$ cat src/rtl/core/mdsc_pkg.sv
// Shared types and constants for the microprogrammed datapath core.
`default_nettype none
package mdsc_pkg;
    localparam int MemBytes  = 65536;
    localparam int MemAw     = $clog2(MemBytes);
    localparam int CsDepth   = 512;
    localparam int CsAw      = $clog2(CsDepth);
    localparam int MiW       = 36;

    localparam logic [1:0] OP_EXEC = 2'd0;
    localparam logic [1:0] OP_MEMW = 2'd1;
    localparam logic [1:0] OP_CSW  = 2'd2;
    localparam logic [1:0] OP_RSVD = 2'd3;

    localparam logic [3:0] B_MDR  = 4'd0;
    localparam logic [3:0] B_PC   = 4'd1;
    localparam logic [3:0] B_MBRU = 4'd2;
    localparam logic [3:0] B_MBRS = 4'd3;
    localparam logic [3:0] B_SP   = 4'd4;
    localparam logic [3:0] B_LV   = 4'd5;
    localparam logic [3:0] B_CPP  = 4'd6;
    localparam logic [3:0] B_TOS  = 4'd7;
    localparam logic [3:0] B_OPC  = 4'd8;

    typedef enum logic [3:0] {
        S_IDLE, S_CLEAR, S_UIR, S_EXEC, S_FETCH,
        S_RD0, S_RD1, S_RD2, S_RD3, S_RDLAST,
        S_WR0, S_WR1, S_WR2, S_WR3, S_DONE
    } t_state;

    // Controller -> datapath commands
    typedef struct packed {
        logic       clr_step;   // write zero at clear address
        logic       mem_load;   // byte load request
        logic       cs_load;    // control store load
        logic       cs_read;    // read microinstruction
        logic       exec;       // ALU/shift/C-bus and latch memory ctl
        logic       fetch_rd;   // issue fetch read
        logic       fetch_cap;  // capture MBR
        logic       rd_issue;   // issue word byte read
        logic       rd_cap;     // capture byte into MDR
        logic [1:0] rd_idx;     // byte index issued
        logic [1:0] cap_idx;    // byte index captured
        logic       wr_byte;    // write word byte
        logic [1:0] wr_idx;
        logic       npc;        // form next micro-PC
        logic       rst_state;  // reset architectural state
    } t_cmd;

    typedef struct packed {
        logic clr_done;
        logic do_fetch;
        logic do_read;
        logic do_write;
    } t_stat;
endpackage
`default_nettype wire

$ cat src/rtl/core/mdsc_ctrl.sv
// Sequencer FSM for loads, clearing pass and microcycle phases.
`default_nettype none
module mdsc_ctrl (
    input  wire logic           i_clk,
    input  wire logic           i_rst_n,
    input  wire logic           i_start,
    input  wire logic [1:0]     i_opcode,
    input  wire mdsc_pkg::t_stat i_stat,
    output mdsc_pkg::t_cmd      o_cmd,
    output logic                o_busy,
    output logic                o_done
);
    import mdsc_pkg::*;

    t_state r_state, n_state;

    always_ff @(posedge i_clk) begin
        if (!i_rst_n) begin
            r_state <= S_CLEAR;
        end else begin
            r_state <= n_state;
        end
    end

    always_comb begin
        n_state = r_state;
        case (r_state)
            S_IDLE: begin
                if (i_start) begin
                    n_state = (i_opcode == OP_EXEC) ? S_UIR : S_DONE;
                end
            end
            S_CLEAR:  if (i_stat.clr_done) n_state = S_IDLE;
            S_UIR:    n_state = S_EXEC;
            S_EXEC:   n_state = S_FETCH;
            S_FETCH:  n_state = i_stat.do_read ? S_RD0 : (i_stat.do_write ? S_WR0 : S_DONE);
            S_RD0:    n_state = S_RD1;
            S_RD1:    n_state = S_RD2;
            S_RD2:    n_state = S_RD3;
            S_RD3:    n_state = S_RDLAST;
            S_RDLAST: n_state = i_stat.do_write ? S_WR0 : S_DONE;
            S_WR0:    n_state = S_WR1;
            S_WR1:    n_state = S_WR2;
            S_WR2:    n_state = S_WR3;
            S_WR3:    n_state = S_DONE;
            S_DONE:   n_state = S_IDLE;
            default:  n_state = S_IDLE;
        endcase
    end

    always_comb begin
        o_cmd  = '0;
        o_busy = 1'b1;
        o_done = 1'b0;
        case (r_state)
            S_IDLE: begin
                o_busy = 1'b0;
                o_cmd.mem_load = i_start && (i_opcode == OP_MEMW);
                o_cmd.cs_load  = i_start && (i_opcode == OP_CSW);
                o_cmd.cs_read  = i_start && (i_opcode == OP_EXEC);
            end
            S_CLEAR: begin
                o_cmd.clr_step  = 1'b1;
                o_cmd.rst_state = 1'b1;
            end
            S_UIR:  o_cmd.exec = 1'b1;
            S_EXEC: o_cmd.fetch_rd = 1'b1;
            S_FETCH: begin
                o_cmd.fetch_cap = 1'b1;
                // MBR is final here, so the next micro-PC can be formed now
                o_cmd.npc       = 1'b1;
                o_cmd.rd_issue  = i_stat.do_read;
                o_cmd.rd_idx    = 2'd0;
            end
            S_RD0: begin
                o_cmd.rd_issue = 1'b1; o_cmd.rd_idx = 2'd1;
                o_cmd.rd_cap = 1'b1;   o_cmd.cap_idx = 2'd0;
            end
            S_RD1: begin
                o_cmd.rd_issue = 1'b1; o_cmd.rd_idx = 2'd2;
                o_cmd.rd_cap = 1'b1;   o_cmd.cap_idx = 2'd1;
            end
            S_RD2: begin
                o_cmd.rd_issue = 1'b1; o_cmd.rd_idx = 2'd3;
                o_cmd.rd_cap = 1'b1;   o_cmd.cap_idx = 2'd2;
            end
            S_RD3: begin
                o_cmd.rd_cap = 1'b1;   o_cmd.cap_idx = 2'd3;
            end
            S_RDLAST: ;
            S_WR0: begin o_cmd.wr_byte = 1'b1; o_cmd.wr_idx = 2'd0; end
            S_WR1: begin o_cmd.wr_byte = 1'b1; o_cmd.wr_idx = 2'd1; end
            S_WR2: begin o_cmd.wr_byte = 1'b1; o_cmd.wr_idx = 2'd2; end
            S_WR3: begin o_cmd.wr_byte = 1'b1; o_cmd.wr_idx = 2'd3; end
            S_DONE: o_done = 1'b1;
            default: ;
        endcase
    end
endmodule
`default_nettype wire

$ cat config.mk
export PLATFORM = sky130hd
export DESIGN_NAME = mdsc_ctrl
export DESIGN_NICKNAME = d
export VERILOG_FILES = /design/src/rtl/core/mdsc_pkg.sv /design/src/rtl/core/mdsc_ctrl.sv
export SDC_FILE = /design/constraint.sdc
export NUM_CORES = 1
export LEC_CHECK = 0
export ABC_AREA = 1
export BUFFER_PORTS_ARGS = -buffer_cell sky130_fd_sc_hd__buf_2
export CORE_AREA = 2 2 39 41
export DETAILED_ROUTE_END_ITERATION = 16
export DIE_AREA = 0 0 41 43
export GPL_TIMING_DRIVEN = 1
export PLACE_DENSITY = 0.69
export REMOVE_ABC_BUFFERS = 1
export SETUP_SLACK_MARGIN = 0.4
export SLEW_MARGIN = 20
export SYNTH_ARGS = -nofsm -noshare
export SYNTH_HDL_FRONTEND = slang
export SYNTH_SLANG_ARGS = --single-unit
$ cat constraint.sdc
create_clock -name i_clk -period 1.51 [get_ports i_clk]
set_clock_uncertainty 0.2 [all_clocks]
set_input_delay 0.151 -clock i_clk [delete_from_list [all_inputs] [get_ports i_clk]]
set_output_delay 0.151 -clock i_clk [all_outputs]
set_load 0.01 [all_outputs]
==> impl_metrics.env <==
export IMPL_top_register="r_state"
export IMPL_fp_row_count=14
export IMPL_clockBufferDepth=2
export IMPL_dpl_hpwl_um=1114
export IMPL_overflow=0
export IMPL_grt_max_degree=8
export IMPL_violations="setup timing"
export IMPL_synth_cell_area_um2=488.0
export IMPL_hold_violations=0
export IMPL_endpoint_kind="primary output"
export IMPL_layoutNonFillerInstCount=154
export IMPL_largest_reg_flops=4
export IMPL_grt_pass1_vias=610
export IMPL_synth_top_area_share_pct=20.00
export IMPL_numPortBuffers=27
export IMPL_swShare_pct=50.48
export IMPL_maxSlewHeadroom_pct=86.92
export IMPL_synth_warnings=0
export IMPL_yosys_area_share_simple_pct=55.64
export IMPL_ios=29
export IMPL_multi_input_area_um2=406.6
export IMPL_max_cap_viol_count=0
export IMPL_wirelength_um=1812
export IMPL_internal_power_uw=876.5
export IMPL_finalInstanceArea_um2=924.6
export IMPL_worstPathArrival_ps=1230
export IMPL_seqPwrFrac_pct=15.6
export IMPL_power_density_nw_per_um2=1914
export IMPL_antenna_found_initial=0
export IMPL_cp_slowest_cell="dfxtp_4"
export IMPL_cts_made_buffers=3
export IMPL_num_antenna_cells=0
export IMPL_timing_rr_start="r_state[1]$_SDFFE_PN0P_"
export IMPL_clkLatencyLatePin_ps=250
export IMPL_synth_top_area_cell="nand2_1"
export IMPL_reg_top3="r_state: 4 flops"
export IMPL_hold_start="i_stat[3]"
export IMPL_cts_root_buf="clkbuf_4"
export IMPL_cp_top_family="flip-flops"
export IMPL_path_cells="nor2_4 > inv_2 > nor2_2 > inv_1 > o21ai_1 > buf_2"
export IMPL_fin_nets=149
export IMPL_viasPerCell=4.792
export IMPL_total_power_uw=1770
export IMPL_critPathLaunchType="flip-flop"
export IMPL_synth_cells=94
export IMPL_worst_path_buf_inv=3
export IMPL_route_detailed_drc=0
export IMPL_wl_per_cell_um=11.77
export IMPL_synthAdderAreaFrac_pct=0
export IMPL_outcome="finished, violations left"
export IMPL_whs_ps=21.12
export IMPL_fmax_mhz=634.4
export IMPL_hold_depth=4
export IMPL_avgSynthCellArea_um2=5.191
export IMPL_filler_cell_count=108
export IMPL_max_stage_delay_ps=360
export IMPL_dr_pass1_iters=4
export IMPL_synth_cell_types=16
export IMPL_syn_to_final_growth_pct=89.49
export IMPL_critical_path_class="reg -> out"
export IMPL_p_comb_share_pct=76.2
export IMPL_p_leak_uw=0.0005662
export IMPL_drtAntennaViolNets=0
export IMPL_crit_reg2reg_capture="r_state[3]$_SDFFE_PN0P_"
export IMPL_min_period_ps=1576
export IMPL_vdd_ir_drop_max_mv=0.9512
export IMPL_worstMarginPinSlew_ps=194.1
export IMPL_fin_crit_sh_pct=104.4
export IMPL_ys_top_cells_by_area="nand2_1 (20%), dfxtp_1 (16%), inv_1 (15%)"
export IMPL_die_area_um2=1763
export IMPL_hold_path_class="in -> reg"
export IMPL_switchingPower_uw=893.6
export IMPL_power_frac_clock_pct=8.2
export IMPL_cp_max_fo=6
export IMPL_finalSetupViolations=11
export IMPL_synth_mux_area_fraction_pct=0
export IMPL_worstPathRequired_ps=1160
export IMPL_initial_core_util_pct=35.26
export IMPL_place_inst=137
export IMPL_cts_clk_slew_worst_paths_ps=40
export IMPL_hold_path_endpoint="r_state[0]$_SDFFE_PN1P_"
export IMPL_synth_xor_area_share_pct=0
export IMPL_rrSetupSlack_ps=-10
export IMPL_postLayoutSetupSlackWorst_ps=-66.27
export IMPL_drive_gt1_share_pct=60.87
export IMPL_reg2reg_depth=9
export IMPL_cts_sinks=4
export IMPL_die_w_um=41
export IMPL_drtIter0Drc=8
export IMPL_gp_congestion=0.8012
export IMPL_fp_coreArea_um2=1384
export IMPL_grt_first_pass_wirelength_um=2442
export IMPL_cts_htree_levels=1
export IMPL_yosysSeqAreaShare_pct=16.41
export IMPL_ff_latch_area_um2=95.09
export IMPL_ys_ff_latch=4
export IMPL_cts_tree="built"
export IMPL_grt_use_total_pct=19.48
export IMPL_vias=738
export IMPL_synth_compound_area_share_pct=7.179
export IMPL_rsz0062_at_grt="true"
export IMPL_dpl_cell_area_um2=639.4
export IMPL_die_y_um=43
export IMPL_drv_slew=0
export IMPL_synth_top_family_by_area="simple AND/OR/NAND/NOR gates"
[area by class of cell]
cell class                      instances  area share [%]
Multi-Input combinational cell         67           43.98
Timing Repair Buffer                   44           31.94
Sequential cell                         4           10.28
Inverter                               20           9.202
Clock buffer                            3           2.436
Tap cell                               16           2.165
[kinds of logic after synthesis]
group	count (synthesis)
buffers and inverters	23
AND/OR/NAND/NOR	60
AO/OA/AOI/OAI	7
flip-flops	4
[worst min-delay path, stage by stage]
cell and delay [ps]:
buf_2 70, inv_1 30, nand2_1 90, nand3_1 80
[cell usage in the layout, fill, tap and decap left out, types with 3 or more instances in the layout]
cell and instances:
inv_2 4, nor3_2 4, dfxtp_4 4, nand2_2 7
buf_4 11, nand3_2 4, nor2_4 4, nor2_2 4
inv_1 13, buf_2 25, buf_6 6, nor2_1 11
clkbuf_4 3, nand2_4 3, nand3_1 5, nand2_1 17
[power groups by stage]
stage | Combinational, uW | Sequential, uW | Clock, uW
2_1_floorplan | 556 | 220 | 0
3_3_place_gp | 846 | 228 | 0
3_5_place_dp | 853 | 226 | 0
4_1_cts | 1030 | 258 | 136
5_1_grt | 1460 | 283 | 152
6_report | 1350 | 277 | 145
[metrics by stage]
step / setup TNS (ps) / setup slack [ps] / utilization, %
floorplan: 0 / 21.48 / -
global placement: 0 / 65.24 / 46.20
finish: -382.4 / -66.27 / 66.82
CTS: -26.23 / -12.30 / 56.42
global route: -1015 / -114.1 / 66.82
detailed placement: 0 / 58.52 / 46.20
[layer usage]
layer  GRT usage [%]  vias to the layer above  wire length, um
li1                -                      374                -
met1           23.79                      343              734
met2           34.69                       19              995
met3               0                        2               52
met4           6.000                        0               29
met5               0                        -                0
[cells in the mapped netlist (all sizes together)]
cell type,n
or2,1
inv,20
nor3,4
nand2,27
o21ai,3
dfxtp,4
nor2,19
a21oi,4
buf,3
nand3,9
[worst max path at each step]
stage	start	end	cells after the start
finish	r_state[1]$_SDFFE_PN0P_	o_cmd[5]	6
global route	r_state[1]$_SDFFE_PN0P_	o_cmd[5]	6
CTS	r_state[2]$_SDFFE_PN0P_	o_cmd[15]	4
detailed placement	r_state[1]$_SDFFE_PN0P_	o_cmd[5]	6
global placement	r_state[1]$_SDFFE_PN0P_	o_cmd[5]	6
floorplan	r_state[2]$_SDFFE_PN0P_	r_state[2]$_SDFFE_PN0P_	8
[what timing repair did]
item	4_1_cts	5_1_grt
pin swaps	5	8
gates cloned	0	0
resized for setup	20	33
buffers inserted	8	4
endpoints found under the hold margin	3	0
hold buffers	2	0
setup endpoints to repair	24	24
Note: power is estimated with default switching activity, not from simulation.
